File: src/hdl/assert_macros.svh
// Assertion macros used by the top-level RTL file
`ifndef ASSERT_MACROS_SVH
`define ASSERT_MACROS_SVH

// check prop at every clock edge outside reset
`define ASSERT_CLK(label, clk, rst, prop) \
  label: assert property (@(posedge clk) disable iff (rst) (prop)) \
    else $error("assertion failed");

// check prop at every clock edge, reset included
`define ASSERT_ALWAYS(label, clk, prop) \
  label: assert property (@(posedge clk) (prop)) \
    else $error("assertion failed");

`endif

File: src/hdl/hds8e2_pkg.sv
// Package: types and codes of the half-duplex serial 8E2 unit
`default_nettype none
package hds8e2_pkg;

  localparam int RegIdxW = 2;
  localparam int DurW    = 16;

  localparam logic [RegIdxW-1:0] REG_BIT_TICKS  = 2'd0;
  localparam logic [RegIdxW-1:0] REG_RX_OFFSET  = 2'd1;
  localparam logic [RegIdxW-1:0] REG_TX_STOP    = 2'd2;
  localparam logic [RegIdxW-1:0] REG_RX_GUARD   = 2'd3;

  localparam logic [1:0] OP_TICK  = 2'd0;
  localparam logic [1:0] OP_SEND  = 2'd1;
  localparam logic [1:0] OP_RECV  = 2'd2;

  localparam logic [1:0] MODE_IDLE = 2'd0;
  localparam logic [1:0] MODE_TX   = 2'd1;
  localparam logic [1:0] MODE_RX   = 2'd2;

  localparam logic [1:0] TX_START  = 2'd0;
  localparam logic [1:0] TX_DATA   = 2'd1;
  localparam logic [1:0] TX_PARITY = 2'd2;
  localparam logic [1:0] TX_STOP   = 2'd3;

  localparam logic [1:0] RX_WAIT_LOW = 2'd0;
  localparam logic [1:0] RX_OFFSET   = 2'd1;
  localparam logic [1:0] RX_BITS     = 2'd2;
  localparam logic [1:0] RX_GUARD    = 2'd3;

  localparam logic [3:0] BITS_PER_BYTE = 4'd8;

  localparam logic [DurW-1:0] BIT_TICKS_RST = 16'd100;
  localparam logic [DurW-1:0] RX_OFFSET_RST = 16'd30;
  localparam logic [DurW-1:0] TX_STOP_RST   = 16'd200;
  localparam logic [DurW-1:0] RX_GUARD_RST  = 16'd300;

  typedef struct packed {
    logic [DurW-1:0] bit_ticks;
    logic [DurW-1:0] rx_start_offset;
    logic [DurW-1:0] tx_stop_ticks;
    logic [DurW-1:0] rx_guard_ticks;
  } cfg_t;

  typedef struct packed {
    logic       line_out;
    logic       line_drive;
    logic       rx_valid;
    logic [7:0] rx_byte;
    logic       busy_res;
  } res_t;

endpackage
`default_nettype wire

File: src/hdl/hds8e2_regs.sv
// Configuration register file with APB-style access
`default_nettype none
module hds8e2_regs
  import hds8e2_pkg::*;
(
  input  wire logic        clk,
  input  wire logic        rst,
  input  wire logic        psel,
  input  wire logic        penable,
  input  wire logic        pwrite,
  input  wire logic [3:0]  paddr,
  input  wire logic [31:0] pwdata,
  output logic      [31:0] prdata,
  output logic             pready,
  output cfg_t             cfg
);

  logic [RegIdxW-1:0] idx;
  logic               wr_en;

  assign idx    = paddr[3:2];
  assign wr_en  = psel && penable && pwrite;
  assign pready = 1'b1;

  always_ff @(posedge clk) begin
    if (rst) begin
      cfg.bit_ticks       <= BIT_TICKS_RST;
      cfg.rx_start_offset <= RX_OFFSET_RST;
      cfg.tx_stop_ticks   <= TX_STOP_RST;
      cfg.rx_guard_ticks  <= RX_GUARD_RST;
    end else if (wr_en) begin
      case (idx)
        REG_BIT_TICKS: cfg.bit_ticks       <= pwdata[DurW-1:0];
        REG_RX_OFFSET: cfg.rx_start_offset <= pwdata[DurW-1:0];
        REG_TX_STOP:   cfg.tx_stop_ticks   <= pwdata[DurW-1:0];
        REG_RX_GUARD:  cfg.rx_guard_ticks  <= pwdata[DurW-1:0];
        default: ;
      endcase
    end
  end

  always_comb begin
    case (idx)
      REG_BIT_TICKS: prdata = {16'd0, cfg.bit_ticks};
      REG_RX_OFFSET: prdata = {16'd0, cfg.rx_start_offset};
      REG_TX_STOP:   prdata = {16'd0, cfg.tx_stop_ticks};
      REG_RX_GUARD:  prdata = {16'd0, cfg.rx_guard_ticks};
      default:       prdata = 32'd0;
    endcase
  end

endmodule
`default_nettype wire

File: src/hdl/hds8e2_engine.sv
// Line state machine: advances one tick per accepted word
`default_nettype none
module hds8e2_engine
  import hds8e2_pkg::*;
#(
  parameter int TICK_WIDTH = 16
) (
  input  wire logic       clk,
  input  wire logic       rst,
  input  wire logic       adv,
  input  wire cfg_t       cfg,
  input  wire logic [1:0] op,
  input  wire logic [7:0] tx_byte,
  input  wire logic       line_in,
  output res_t            res
);

  localparam int LimW = (TICK_WIDTH > DurW) ? TICK_WIDTH : DurW;
  localparam logic [TICK_WIDTH-1:0] TickMax = {TICK_WIDTH{1'b1}};

  logic [1:0]            mode, mode_next;
  logic [1:0]            phase, phase_next;
  logic [TICK_WIDTH-1:0] tick_count, tick_count_next;
  logic [3:0]            bit_index, bit_index_next;
  logic [7:0]            shift_reg, shift_reg_next;
  logic                  parity_bit, parity_bit_next;
  logic                  line_level, line_level_next;
  logic                  drive_enable, drive_enable_next;

  logic [DurW-1:0]       dur;
  logic [LimW-1:0]       lim;
  logic [TICK_WIDTH-1:0] tick_inc;
  logic                  hit;
  logic [7:0]            rx_shift;
  logic [3:0]            bit_inc;
  logic                  valid;
  logic [7:0]            rxb;

  always_comb begin
    dur = cfg.bit_ticks;
    if (mode == MODE_TX) begin
      if (phase == TX_STOP) dur = cfg.tx_stop_ticks;
    end else begin
      case (phase)
        RX_OFFSET: dur = cfg.rx_start_offset;
        RX_GUARD:  dur = cfg.rx_guard_ticks;
        default:   dur = cfg.bit_ticks;
      endcase
    end
  end

  assign lim      = (LimW'(dur) > LimW'(TickMax)) ? LimW'(TickMax) : LimW'(dur);
  assign tick_inc = (tick_count == TickMax) ? tick_count : tick_count + 1'b1;
  assign hit      = LimW'(tick_inc) >= lim;
  assign rx_shift = {line_in, shift_reg[7:1]};
  assign bit_inc  = bit_index + 1'b1;

  always_comb begin
    mode_next         = mode;
    phase_next        = phase;
    tick_count_next   = tick_count;
    bit_index_next    = bit_index;
    shift_reg_next    = shift_reg;
    parity_bit_next   = parity_bit;
    line_level_next   = line_level;
    drive_enable_next = drive_enable;
    valid             = 1'b0;
    rxb               = 8'd0;
    case (mode)
      MODE_IDLE: begin
        if (op == OP_SEND) begin
          parity_bit_next   = ^tx_byte;
          shift_reg_next    = tx_byte;
          mode_next         = MODE_TX;
          phase_next        = TX_START;
          tick_count_next   = '0;
          bit_index_next    = 4'd0;
          line_level_next   = 1'b0;
          drive_enable_next = 1'b1;
        end else if (op == OP_RECV) begin
          mode_next         = MODE_RX;
          phase_next        = RX_WAIT_LOW;
          tick_count_next   = '0;
          bit_index_next    = 4'd0;
          shift_reg_next    = 8'd0;
          line_level_next   = 1'b1;
          drive_enable_next = 1'b0;
        end
      end
      MODE_TX: begin
        tick_count_next = tick_inc;
        if (hit) begin
          tick_count_next = '0;
          if (phase == TX_START || (phase == TX_DATA && bit_index < BITS_PER_BYTE)) begin
            phase_next      = TX_DATA;
            line_level_next = shift_reg[0];
            shift_reg_next  = {1'b0, shift_reg[7:1]};
            bit_index_next  = bit_inc;
          end else if (phase == TX_DATA) begin
            phase_next      = TX_PARITY;
            line_level_next = parity_bit;
          end else if (phase == TX_PARITY) begin
            phase_next      = TX_STOP;
            line_level_next = 1'b1;
          end else begin
            mode_next         = MODE_IDLE;
            phase_next        = 2'd0;
            bit_index_next    = 4'd0;
            line_level_next   = 1'b1;
            drive_enable_next = 1'b1;
          end
        end
      end
      default: begin
        case (phase)
          RX_WAIT_LOW: begin
            if (!line_in) begin
              tick_count_next = '0;
              phase_next = (cfg.rx_start_offset == '0) ? RX_BITS : RX_OFFSET;
            end
          end
          RX_OFFSET: begin
            tick_count_next = tick_inc;
            if (hit) begin
              tick_count_next = '0;
              phase_next      = RX_BITS;
            end
          end
          RX_BITS: begin
            tick_count_next = tick_inc;
            if (hit) begin
              tick_count_next = '0;
              shift_reg_next  = rx_shift;
              bit_index_next  = bit_inc;
              if (bit_inc >= BITS_PER_BYTE) begin
                valid          = 1'b1;
                rxb            = rx_shift;
                bit_index_next = 4'd0;
                phase_next     = RX_GUARD;
                if (cfg.rx_guard_ticks == '0) begin
                  mode_next         = MODE_IDLE;
                  phase_next        = 2'd0;
                  line_level_next   = 1'b1;
                  drive_enable_next = 1'b1;
                end
              end
            end
          end
          default: begin
            tick_count_next = tick_inc;
            if (hit) begin
              mode_next         = MODE_IDLE;
              phase_next        = 2'd0;
              tick_count_next   = '0;
              bit_index_next    = 4'd0;
              line_level_next   = 1'b1;
              drive_enable_next = 1'b1;
            end
          end
        endcase
      end
    endcase
  end

  always_ff @(posedge clk) begin
    if (rst) begin
      mode         <= MODE_IDLE;
      phase        <= 2'd0;
      tick_count   <= '0;
      bit_index    <= 4'd0;
      shift_reg    <= 8'd0;
      parity_bit   <= 1'b0;
      line_level   <= 1'b1;
      drive_enable <= 1'b1;
    end else if (adv) begin
      mode         <= mode_next;
      phase        <= phase_next;
      tick_count   <= tick_count_next;
      bit_index    <= bit_index_next;
      shift_reg    <= shift_reg_next;
      parity_bit   <= parity_bit_next;
      line_level   <= line_level_next;
      drive_enable <= drive_enable_next;
    end
  end

  assign res.line_out   = line_level_next;
  assign res.line_drive = drive_enable_next;
  assign res.rx_valid   = valid;
  assign res.rx_byte    = rxb;
  assign res.busy_res   = (mode_next != MODE_IDLE);

endmodule
`default_nettype wire

File: src/hdl/half_duplex_serial_8e2_unit.sv
// Half-duplex single-wire serial 8E2 transceiver, top level
//
// Each input word is one tick of the line: op (0 tick, 1 send tx_byte,
// 2 arm receive; taken only when idle), tx_byte and the sampled line_in.
// Each accepted word yields exactly one output word showing the state
// after that tick: line_out, line_drive, rx_valid, rx_byte, busy_res.
// Words are accepted when in_valid is high and in_stall low; results are
// taken when out_valid is high and out_stall low.
// out_valid rises in the cycle after acceptance; throughput is one word per
// cycle while the receiver does not stall, set by the single state update per
// tick feeding the output register.
// in_stall is high only while a result waits in the output register and
// the receiver stalls it; the engine holds its state meanwhile.
// Timing registers (bit_ticks, rx_start_offset, tx_stop_ticks,
// rx_guard_ticks) sit at byte addresses 0, 4, 8, 12 of the APB-style port.
// Reset is synchronous: the engine's line state goes idle high and driven, the timing
// registers take their defaults and the output register empties.
`default_nettype none
`include "assert_macros.svh"
module half_duplex_serial_8e2_unit
  import hds8e2_pkg::*;
#(
  parameter int TICK_WIDTH = 16
) (
  input  wire logic        clk,
  input  wire logic        rst,
  input  wire logic        in_valid,
  output logic             in_stall,
  input  wire logic [1:0]  op,
  input  wire logic [7:0]  tx_byte,
  input  wire logic        line_in,
  output logic             out_valid,
  input  wire logic        out_stall,
  output logic             line_out,
  output logic             line_drive,
  output logic             rx_valid,
  output logic      [7:0]  rx_byte,
  output logic             busy_res,
  input  wire logic        psel,
  input  wire logic        penable,
  input  wire logic        pwrite,
  input  wire logic [3:0]  paddr,
  input  wire logic [31:0] pwdata,
  output logic      [31:0] prdata,
  output logic             pready
);

  cfg_t cfg;
  res_t res;
  logic adv;

  assign in_stall = out_valid && out_stall;
  assign adv      = in_valid && !in_stall;

  hds8e2_regs u_regs (
    .clk     (clk),
    .rst     (rst),
    .psel    (psel),
    .penable (penable),
    .pwrite  (pwrite),
    .paddr   (paddr),
    .pwdata  (pwdata),
    .prdata  (prdata),
    .pready  (pready),
    .cfg     (cfg)
  );

  hds8e2_engine #(
    .TICK_WIDTH (TICK_WIDTH)
  ) u_engine (
    .clk     (clk),
    .rst     (rst),
    .adv     (adv),
    .cfg     (cfg),
    .op      (op),
    .tx_byte (tx_byte),
    .line_in (line_in),
    .res     (res)
  );

  always_ff @(posedge clk) begin
    if (rst) begin
      out_valid <= 1'b0;
    end else if (adv) begin
      out_valid <= 1'b1;
    end else if (!out_stall) begin
      out_valid <= 1'b0;
    end
  end

  always_ff @(posedge clk) begin
    if (adv) begin
      line_out   <= res.line_out;
      line_drive <= res.line_drive;
      rx_valid   <= res.rx_valid;
      rx_byte    <= res.rx_byte;
      busy_res   <= res.busy_res;
    end
  end

  `ASSERT_CLK(a_idle_line_high, clk, rst, (out_valid && !busy_res) |-> (line_out && line_drive))
  `ASSERT_CLK(a_rx_byte_zero, clk, rst, (out_valid && !rx_valid) |-> (rx_byte == 8'd0))
  `ASSERT_CLK(a_release_high, clk, rst, (out_valid && !line_drive) |-> (line_out && busy_res))
  `ASSERT_ALWAYS(a_no_stall_empty, clk, (!out_valid) |-> (!in_stall))

endmodule
`default_nettype wire
File: config.mk
export PLATFORM = sky130hd
export DESIGN_NAME = half_duplex_serial_8e2_unit
export DESIGN_NICKNAME = d
export VERILOG_FILES = /design/src/hdl/hds8e2_pkg.sv /design/src/hdl/hds8e2_regs.sv /design/src/hdl/hds8e2_engine.sv /design/src/hdl/half_duplex_serial_8e2_unit.sv
export VERILOG_INCLUDE_DIRS = /design/src /design/src/hdl
export SDC_FILE = /design/constraint.sdc
export NUM_CORES = 1
export LEC_CHECK = 0
export BUFFER_PORTS_ARGS = -buffer_cell sky130_fd_sc_hd__buf_2
export CORE_ASPECT_RATIO = 0.75
export CORE_UTILIZATION = 55
export CTS_CLUSTER_SIZE = 25
export DETAILED_ROUTE_END_ITERATION = 16
export PLACE_DENSITY = 0.78
export RECOVER_POWER = 50
export SYNTH_ARGS = -nofsm -noshare
export SYNTH_HDL_FRONTEND = slang
export SYNTH_SLANG_ARGS = --single-unit
File: constraint.sdc
create_clock -name clk -period 10.1 [get_ports clk]
set_clock_uncertainty 0.2 [all_clocks]
set_input_delay 0.505 -clock clk [delete_from_list [all_inputs] [get_ports clk]]
set_output_delay 0.505 -clock clk [all_outputs]
set_load 0.05 [all_outputs]
**Yosys cells after proc, flatten, opt, wreduce, memory -nomap -nowiden**

Cells that the tools add are included.

- Register bits after elaboration: 112
- Output and inout bits: 47
- Bits of input ports: 54

- Bitwise operators: 3
- Reduce and logical (&&, ||, !) cells: 29
- $lt $le $gt $ge: 4
- Add/subtract/negate cells: 2
- Equal/unequal tests: 21
- Muxes and demuxes: 83

Operator list:

| cell | number |
|---|---|
| 16-bit two-way mux | 9 |
| 32-bit one-hot mux with 4 select lines | 1 |
| 16-bit one-hot mux with 2 select lines | 2 |
| 8-bit two-way mux | 6 |
| 2-bit two-way mux | 23 |
| 4-bit two-way mux | 9 |
| 16-bit logical NOT | 2 |
| 1-bit two-way mux | 22 |
| 16-bit by 1-bit adder with 16-bit output, second input constant | 1 |
| 16-bit equality test, second input constant | 1 |
| 16-bit greater-or-equal comparator | 1 |
| 16-bit greater-than comparator, second input constant | 1 |
| 4-bit one-hot mux with 2 select lines | 2 |
| 8-bit one-hot mux with 2 select lines | 1 |
| 2-bit one-hot mux with 2 select lines | 3 |
| 2-bit equality test, second input constant | 5 |
| 2-bit by 1-bit equality test with 1-bit output, second input constant | 4 |
| 4-bit by 3-bit != test with 1-bit output, second input constant | 2 |
| 1-bit one-hot mux with 2 select lines | 4 |
| 2-bit AND reduction | 4 |
| 8-bit AND reduction | 1 |
| 8-bit parity | 1 |
| 7-bit AND reduction | 1 |
| 2-bit logical NOT | 3 |
| other kinds (20) | 33 |

**Longest topological paths before layout**

Gate-level depths: netlist (run 1).

- Depth in word-level cells: 10
- Gate-level depth with buffers: 17
- Depth with buffers taken out: 14

**By module**

Synthesis (run 1) repeated with hierarchy kept, for this count alone.

- Cells, all modules: 787
- Area total of the unflattened synthesis: 7,205.7 sq um

By module, submodules not included:

| module | area an instance (sq um) | cells each | seq. area each (sq um) | instances |
|---|---|---|---|---|
| hds8e2_engine | 3,642.2 | 475 | 700.7 | 1 |
| hds8e2_regs | 3,156.8 | 295 | 1,281.2 | 1 |
| half_duplex_serial_8e2_unit | 406.6 | 17 | 380.4 | 1 |

**Least setup slack after synthesis (run 1)**

No wires, ideal clock.

- Path kind: reg-to-reg
- From: register u_engine.phase[1]
- To: register u_engine.tick_count[4]
- Cell stages (with the launch flop): 15
- Setup time: 69 ps
- Clock period less this slack: 3,784 ps
- Buffers on the path: 3
- Required time: 9,831 ps
- Arrival time: 3,515 ps
- Path slack: 6,316 ps
- Cells stage by stage: dfxtp_1 inv_1 ha_1 clkbuf_1 buf_1 a22o_1 a222oi_1 ha_1 a21o_1 a21o_1 a2111oi_2 nand3_2 buf_4 or4_1 o21ai_1

- Longest elaborated chain between the ends: 9
- Elaborated cells between the ends (all ways): 14
- Classes of those cells: order compare: 2; eq/ne: 3; mux: 7; reduce/logical: 2

RTL lines:

| element | line | RTL |
|---|---|---|
| start, declared | hds8e2_engine.sv:22 | `logic [1:0] phase, phase_next;` |
| start signal, assigned | hds8e2_engine.sv:177 | `phase <= phase_next;` |
| 2-bit equality test or 2-bit by 1-bit equality test with 1-bit output (tied branches) | hds8e2_engine.sv:42, hds8e2_engine.sv:44, hds8e2_engine.sv:115 |  |
| 16-bit one-hot mux with 2 select lines or 16-bit two-way mux (tied branches) | hds8e2_engine.sv:44, hds8e2_engine.sv:42 |  |
| 16-bit two-way mux | hds8e2_engine.sv:41 | `if (mode == MODE_TX) begin` |
| 16-bit greater-than comparator | hds8e2_engine.sv:52 | `assign lim = (LimW'(dur) > LimW'(TickMax)) ? LimW'(TickMax) : LimW'(dur);` |
| 16-bit two-way mux | hds8e2_engine.sv:52 |  |
| 16-bit greater-or-equal comparator | hds8e2_engine.sv:54 | `assign hit = LimW'(tick_inc) >= lim;` |
| 16-bit two-way mux (2 in series) | n/a |  |
| 16-bit one-hot mux with 2 select lines | hds8e2_engine.sv:69 | `case (mode)` |
| end signal, assigned | hds8e2_engine.sv:178 | `tick_count <= tick_count_next;` |
| end, declared | hds8e2_engine.sv:23 | `logic [TICK_WIDTH-1:0] tick_count, tick_count_next;` |

Several ways; a longest one is shown, not always the timed one.
A chain may end at the register's enable or synchronous reset.

==> out/results.ini, run 1 <==
[outcome]
status = finished, violations left
failed_checks = max-capacitance violations, max-slew violations

[synth]
synth_top_family_by_area = compound AO/OA/AOI/OAI gates
synth_edf_count = 12
synthSimpleGateAreaFrac = 0.205
synth_warnings = 0
yosysSeqAreaShare = 0.361
synthAdderAreaFrac = 0.0494
ys_types = 68
synth-seq-cells = 112
synthesis.instances = 775
async_reset_ff_frac = 0
synth_xor_area_frac = 0.0268
synth_compound_area_frac = 0.230
synthMuxAreaShare = 0.0654
synth.avg_cell_area_um2 = 8.44
syn_area_mm2 = 0.00654
synth_ff_type = dfxtp_1

[final_layout]
instances_no_fill = 970
nets = 882
top_register = u_regs.cfg
fillCellCount = 1020
seq_area_mm2 = 0.00236
drive_above_1_share = 0.135
syn_to_final_growth_pct = 8.25
final_area_mm2 = 0.00708
top_regs = u_regs.cfg: 64 flops, u_engine.tick_count: 16 flops
final_core_util = 0.612
multi_input_comb_area_mm2 = 0.00383
largest_reg_flops = 64
antennaDiodeCount = 0

[run]
drv_cap = 2

[pwr]
max-vdd-ir-drop_v = 0.0000770
report.power.total_mw = 0.987
p_per_area_mw_per_mm2 = 139
power_leakage_nw = 2.67

[clock_network]
cts.htree.levels = 3
cts.hold.buffers_added = 0
worstSkewPairLatency_ps = 350
cts_tree = done
cts_buffers = 9
clk_pin_slew_ps = 70
cts_resized = 0
cts-root-buf = clkbuf_16
cts_setup_buffers = 0
cts.sinks = 112
clock_path_buffers = 2

[routing]
wire_per_inst_um = 18.5
dr_total_vias = 6197
avgViaCountPerCell = 6.39
drc = 0
wl_mm = 17.9
dr.pass1.iters = 5
ant_nets = 0
drt_first_iter_violations = 731

[floorplan]
initial_core_util = 0.565
num_rows = 34
core-area_mm2 = 0.0116
die_y_um = 96.4
io_pins = 101
dieArea_mm2 = 0.0123
fp.dieW_um = 128

[timing]
timing.slew.headroom = -1.33
finalSetupTns_ps = 0
tightest_slew_ps = 3500
rsz0062_at_grt = no
hold_viol_final = 0
setup_ws_ps = 4660
fin_crit_ps = 5440
finalCritPeriodShare = 0.538
finalSetupViolations = 0
max_freq_mhz = 184
holdWs_ps = 180
maxSlewViolCount = 101

[place]
pre_cts_slack_ps = 5020
dpl_cell_area_mm2 = 0.00683
io_buffers = 65
gp_congestion = 0.917
dp.final_hpwl_mm = 12.4
dp_cells = 954

[grt]
antenna_found_initial = 0
grt_max_degree = 76
track_usage = 0.297
grt_overflow = 0
grt_pass1_vias = 5605
grt_pass1_wl_mm = 28.4

[setup_path]
crit_path_end_kind = register
cp.arrival_ps = 5480
crit_required_ps = 10150
startpoint_type = input port
cp_max_fo = 75
critPathKind = in -> reg

[hold_path]
hold_class = in -> reg

[cell usage in the layout, fill, tap and decap left out, types with 3 or more instances in the layout]
cell type / instances
a222oi_1: 12
xor2_1: 6
nand4_1: 7
a22oi_1: 9
nor4_1: 9
nand2b_1: 5
a32oi_1: 4
nor3_1: 13
xnor2_1: 14
edfxtp_1: 12
a311oi_1: 10
a31o_2: 3
dfxtp_1: 100
conb_1: 17
o211ai_1: 6
buf_4: 5
o21a_1: 3
nor2_1: 22
a22o_1: 12
a21oi_1: 83
mux4_2: 16
nand2_1: 154
o21ai_0: 22
or3_1: 8
ha_1: 25
nor2b_1: 3
clkbuf_1: 16
a21o_1: 6
buf_2: 50
o31ai_1: 6
nand3_1: 23
or2_2: 3
o21ai_1: 6
mux2_2: 6
a31oi_1: 20
and3_1: 9
clkbuf_16: 9
inv_1: 14
or4_1: 4
and2_1: 11
[routing by layer]
layer | vias up | GRT usage | routed length, µm
li1 | 2880 | - | -
met5 | - | 0 | 0
met2 | 349 | 0.459 | 7980
met3 | 28 | 0.0650 | 1900
met1 | 2940 | 0.411 | 7810
met4 | 0 | 0.107 | 254
[path summary, 6_finish.rpt]
kind                     start                       to  slack, ps  cells after the start
max                        rst  u_engine.tick_count[13]       4660                      6
min                   in_valid                out_valid        180                      2
max reg2reg  u_engine.phase[0]    u_engine.bit_index[1]       4780                     12
min reg2reg     u_regs.cfg[21]           u_regs.cfg[21]        280                      2
[worst max-delay path, stage by stage]
cell and delay [ps]:
buf_2 70, clkbuf_1 2450, inv_1 1380, and3_1 650, and3_1 260, a21o_1 150
[kinds of logic after synthesis]
logic type               Yosys count
buffers and inverters             85
flip-flops                       112
AO/OA/AOI/OAI                    223
XOR/XNOR                          20
adder cells (fa/ha/maj)           26
other                              2
multiplexers                      22
AND/OR/NAND/NOR                  285
[cells in the mapped netlist, types with 10 or more instances]
library cell | n | area (µm²)
nand3_1 | 23 | 115
a31oi_1 | 20 | 125
dfxtp_1 | 100 | 2000
a22o_1 | 12 | 105
nor3_1 | 13 | 65.1
a222oi_1 | 12 | 120
nand2_1 | 154 | 578
inv_1 | 14 | 52.6
a311oi_1 | 10 | 87.6
ha_1 | 25 | 313
o21ai_0 | 22 | 110
nor2_1 | 22 | 82.6
buf_4 | 18 | 135
a21oi_1 | 83 | 415
and2_1 | 12 | 75.1
edfxtp_1 | 12 | 360
mux4_2 | 16 | 360
xnor2_1 | 14 | 123
clkbuf_1 | 44 | 165
[power breakdown]
part           internal, mW  switching [mW]  total, mW  leakage, nW
Combinational        0.0497           0.123      0.172         1.60
Sequential            0.463          0.0125      0.475        0.927
Clock                 0.170           0.169      0.339        0.142
[cell type report]
class	instances	area share
Clock inverter	7	0.00725
Sequential cell	112	0.334
Multi-Input combinational cell	593	0.541
Tap cell	162	0.0286
Inverter	16	0.00866
Timing Repair Buffer	71	0.0491
Clock buffer	9	0.0318
Power figures use the tool's default switching activity.
==> run 2: changes to the inputs <==
--- a/config.mk
+++ b/config.mk
@@ -8,10 +8,10 @@
 export LEC_CHECK = 0
 export BUFFER_PORTS_ARGS = -buffer_cell sky130_fd_sc_hd__buf_2
 export CORE_ASPECT_RATIO = 0.75
-export CORE_UTILIZATION = 55
+export CORE_UTILIZATION = 52
 export CTS_CLUSTER_SIZE = 25
 export DETAILED_ROUTE_END_ITERATION = 16
-export PLACE_DENSITY = 0.78
+export PLACE_DENSITY = 0.77
 export RECOVER_POWER = 50
 export SYNTH_ARGS = -nofsm -noshare
 export SYNTH_HDL_FRONTEND = slang
==> constraint.sdc (replaced) <==
create_clock -name clk -period 4.4 [get_ports clk]
set_clock_uncertainty 0.2 [all_clocks]
set_input_delay 0.22 -clock clk [delete_from_list [all_inputs] [get_ports clk]]
set_output_delay 0.22 -clock clk [all_outputs]
set_load 0.05 [all_outputs]
==> out/results.ini, run 2 (same netlist as run 1, synthesis figures left out) <==
[clock_network]
cts_buffers = 9
cts_tree = done
cts.htree.levels = 3
cts.sinks = 112
clk_pin_slew_ps = 80
worstSkewPairLatency_ps = 360
cts-root-buf = clkbuf_16
clock_path_buffers = 2

[final_layout]
nets = 914
final_cell_mix = nand2_1, dfxtp_1, a21oi_1, buf_2, ha_1
top_regs = u_regs.cfg: 64 flops, u_engine.tick_count: 16 flops
final_common_cell = nand2_1
largest_reg_flops = 64
syn_to_final_growth_pct = 12.8
final_core_util = 0.602
drive_above_1_share = 0.146
final_area_mm2 = 0.00738
antennaDiodeCount = 0
top_register = u_regs.cfg

[pwr]
p_seq_frac = 0.473
report.power.total_mw = 2.30
power_switching_mw = 0.710
max-vdd-ir-drop_v = 0.000201
clockPowerShare = 0.341
p_per_area_mw_per_mm2 = 311
power_leakage_nw = 2.81
p_sw_frac = 0.309
p_comb_frac = 0.186
p_int_mw = 1.59

[timing]
setup_ws_ps = 221
rsz0062_at_grt = yes
timing.slew.headroom = -0.194
finalSetupViolations = 0
max_freq_mhz = 239
tightest_slew_ps = 1790
fin_crit_ps = 4180
finalSetupTns_ps = 0
finalCritPeriodShare = 0.950
maxSlewViolCount = 25
hold_viol_final = 0

[place]
dp.final_hpwl_mm = 13.1
io_buffers = 65
dpl_cell_area_mm2 = 0.00694
gp_congestion = 0.929
pre_cts_slack_ps = 198

[setup_path]
crit_path_end_kind = register
cpMaxStageDelayCell = or3_1
critPathKind = reg -> reg
path_common_cell = ha_1
r2r_cells = 13
critical_path.max_stage_delay_ps = 540
startpoint_type = register
crit_required_ps = 4450
cp_max_fo = 21
cp_cell_sequence = ha_1 -> nand3_1 -> or3_1 -> nand4_1 -> xnor2_1 -> ha_1 -> o21ai_0 -> a2111o_1 -> o32a_1 -> nand3_2 -> buf_4 -> nand2_1 -> o41ai_2
cp.arrival_ps = 4230

[grt]
grt_pass1_vias = 6145
grt_pass1_wl_mm = 30.5
track_usage = 0.293
grt_max_degree = 76
antenna_found_initial = 0
grt_overflow = 0

[outcome]
status = finished, violations left
failed_checks = max-capacitance violations, max-slew violations

[routing]
avgViaCountPerCell = 6.48
drt_first_iter_violations = 765
ant_nets = 0
wire_per_inst_um = 19.0
drc = 0
dr.pass1.iters = 6
dr_total_vias = 6515
wl_mm = 19.1

[hold_path]
hold_depth = 3
hold_class = in -> reg

[floorplan]
core-area_mm2 = 0.0123
dieArea_mm2 = 0.0130
initial_core_util = 0.533
fp.dieW_um = 131
die_y_um = 99.1
io_pins = 101
num_rows = 35

[run]
drv_cap = 1

run 2: final timing paths:
kind,from,end,slack [ps]
worst max-delay path,u_engine.tick_count[0],u_engine.bit_index[3],220
worst min-delay path,op[1],u_engine.mode[1],30
worst max register to register,u_engine.tick_count[0],u_engine.bit_index[3],220
worst min register to register,u_regs.cfg[21],u_regs.cfg[21],280
run 2: what timing repair did:
item | 4_1_cts | 5_1_grt
hold buffers | 18 | 0
resized for setup | 0 | 2
setup endpoints to repair | 0 | 34
setup buffers | 0 | 0
endpoints found under the hold margin | 66 | 0
run 2: layout make-up:
| type | count | area [µm²] |
|---|---|---|
| fillers | 1102 | 4890 |
| repair buffers | 103 | 636 |
| well taps | 166 | 208 |
| multi-input cells | 593 | 3830 |
| flip-flops and latches | 112 | 2360 |
| clock buffers | 11 | 233 |
| inverters | 16 | 61.3 |
| clock inverters | 5 | 42.5 |
run 2: power groups by stage:
stage	sequential (mW)	combinational, mW	clock (mW)
finish	1.09	0.427	0.782
global placement	1.11	0.395	0
detailed placement	1.11	0.406	0
floorplan	1.13	0.288	0
CTS	1.09	0.420	0.785
global route	1.09	0.457	0.814
run 2: worst max-delay path, delay by kind of cell, from the launching register on:
| family | cells | cell delay, ps |
|---|---|---|
| compound gates | 4 | 1250 |
| xor+xnor | 1 | 100 |
| fa+ha+maj | 2 | 540 |
| buf+inv | 1 | 290 |
| flops | 1 | 440 |
| simple gates | 5 | 1240 |
run 2: stage by stage:
step	std cells	hold slack [ps]
6_report	1006	34.0
5_1_grt	1006	65.0
4_1_cts	1006	27.9
3_5_place_dp	972	268
3_3_place_gp	972	255
2_1_floorplan	790	144
run 2: per-layer routing:
| layer | global-route usage | share of wire |
|---|---|---|
| met5 | 0 | 0 |
| met3 | 0.0754 | 0.12 |
| met2 | 0.462 | 0.45 |
| met1 | 0.387 | 0.41 |
| met4 | 0.116 | 0.026 |
==> run 3: changes to the inputs <==
--- a/config.mk
+++ b/config.mk
@@ -7,11 +7,13 @@
 export NUM_CORES = 1
 export LEC_CHECK = 0
 export BUFFER_PORTS_ARGS = -buffer_cell sky130_fd_sc_hd__buf_2
+export CELL_PAD_IN_SITES_DETAIL_PLACEMENT = 2
+export CELL_PAD_IN_SITES_GLOBAL_PLACEMENT = 2
 export CORE_ASPECT_RATIO = 0.75
-export CORE_UTILIZATION = 52
+export CORE_UTILIZATION = 31
 export CTS_CLUSTER_SIZE = 25
 export DETAILED_ROUTE_END_ITERATION = 16
-export PLACE_DENSITY = 0.77
+export PLACE_DENSITY_LB_ADDON = 0.1
 export RECOVER_POWER = 50
 export SYNTH_ARGS = -nofsm -noshare
 export SYNTH_HDL_FRONTEND = slang
==> out/results.ini, run 3 (same netlist as run 1, synthesis figures left out) <==
[clock_network]
worstSkewPairLatency_ps = 370
cts.htree.levels = 3
cts_tree = done
clk_pin_slew_ps = 80
cts_buffers = 9
cts.sinks = 112
cts-root-buf = clkbuf_16
clock_path_buffers = 2

[place]
gp_congestion = 0.807
pre_cts_slack_ps = 13.7
dp_cells = 1092
io_buffers = 65
dp.final_hpwl_mm = 17.9

[grt]
grt_overflow = 0
grt_pass1_wl_mm = 39.1
grt_pass1_vias = 6647
antenna_found_initial = 0
track_usage = 0.238
grt_max_degree = 74

[routing]
drt_first_iter_violations = 462
drc = 0
ant_nets = 0
avgViaCountPerCell = 5.65
dr.pass1.iters = 6
dr_total_vias = 6370
wl_mm = 25.1
wire_per_inst_um = 22.3

[timing]
finalCritPeriodShare = 0.962
setup_ws_ps = 166
hold_viol_final = 0
max_freq_mhz = 236
maxSlewViolCount = 42
tightest_slew_ps = 1910
finalSetupViolations = 0
holdWs_ps = 29.3
fin_crit_ps = 4230
finalSetupTns_ps = 0
timing.slew.headroom = -0.275

[setup_path]
crit_path_end_kind = register
cp_cell_sequence = ha_1 -> nand3_1 -> nor3_1 -> buf_4 -> or4b_1 -> xnor2_1 -> ha_1 -> a21oi_1 -> nor3_1 -> a2111oi_2 -> buf_4 -> nand2_1 -> a21o_1 -> a311oi_1
critPathKind = reg -> reg
crit_required_ps = 4440
cp_max_fo = 6
startpoint_type = register
cp_top_family = compound AO/OA/AOI/OAI gates
cp.arrival_ps = 4280
cpMaxStageDelayCell = or4b_1
critical_path.max_stage_delay_ps = 560
cp_num_buf_inv = 2

[final_layout]
final_common_cell = nand2_1
final_core_util = 0.375
instances_no_fill = 1127
top_register = u_regs.cfg
final_cell_mix = nand2_1, dfxtp_1, a21oi_1, buf_2, ha_1
drive_above_1_share = 0.156
antennaDiodeCount = 0
syn_to_final_growth_pct = 17.2
fillCellCount = 2313
top_regs = u_regs.cfg: 64 flops, u_engine.tick_count: 16 flops
largest_reg_flops = 64
nets = 919

[floorplan]
die_y_um = 128
core-area_mm2 = 0.0204
num_rows = 45
initial_core_util = 0.320
io_pins = 101
fp.dieW_um = 170
dieArea_mm2 = 0.0217

[outcome]
status = finished, violations left
failed_checks = max-capacitance violations, max-slew violations

[pwr]
p_per_area_mw_per_mm2 = 322
power_leakage_nw = 2.89
max-vdd-ir-drop_v = 0.000175

[hold_path]
hold_class = in -> reg

[run]
drv_cap = 2

[run 3: through the flow]
step | cell area (µm²) | total power, mW
2_1_floorplan | 6600 | 1.42
3_3_place_gp | 7140 | 1.54
3_5_place_dp | 7140 | 1.56
4_1_cts | 7650 | 2.48
5_1_grt | 7670 | 2.56
6_report | 7670 | 2.47
[run 3: layer usage]
layer / GRT usage / up-vias / wire length, µm
met2: 0.371 / 143 / 11400
met5: 0 / - / 0
met3: 0.0355 / 21 / 997
met1: 0.343 / 3264 / 12400
met4: 0.0572 / 0 / 315
li1: - / 2942 / -
[run 3: repair_timing]
item | in CTS | in global routing
setup buffers | 0 | 1
hold buffers | 18 | 0
gates resized for setup | 1 | 4
pin swaps | 0 | 1
endpoints found under the hold margin | 66 | 0
endpoints found under the setup margin | 8 | 32
[run 3: worst paths after layout]
check	endpoint	slack, ps	from	depth (start not counted)
min	u_engine.mode[1]	30	op[1]	3
max	u_engine.mode[0]	170	u_engine.tick_count[0]	14
max reg2reg	u_engine.mode[0]	170	u_engine.tick_count[0]	14
min reg2reg	u_regs.cfg[27]	280	u_regs.cfg[27]	2
[run 3: cell type report]
type                       instances  area (µm²)  area share
multi-input combinational        593        3860       0.504
sequential                       112        2360       0.308
timing repair buffer             108         702      0.0916
tap                              282         353      0.0460
clock buffer                      11         264      0.0344
inverter                          16        61.3     0.00800
clock inverter                     5        60.1     0.00783
[run 3: worst min-delay path, stage by stage]
cell     delay, ps
buf_2          130
nand4_1         80
a31oi_1        100
[run 3: where the power goes]
part / switching, mW / total, mW / leakage [nW] / internal [mW]
registers: 0.0256 / 1.09 / 0.927 / 1.06
clock network: 0.421 / 0.916 / 0.157 / 0.495
logic: 0.319 / 0.464 / 1.80 / 0.145
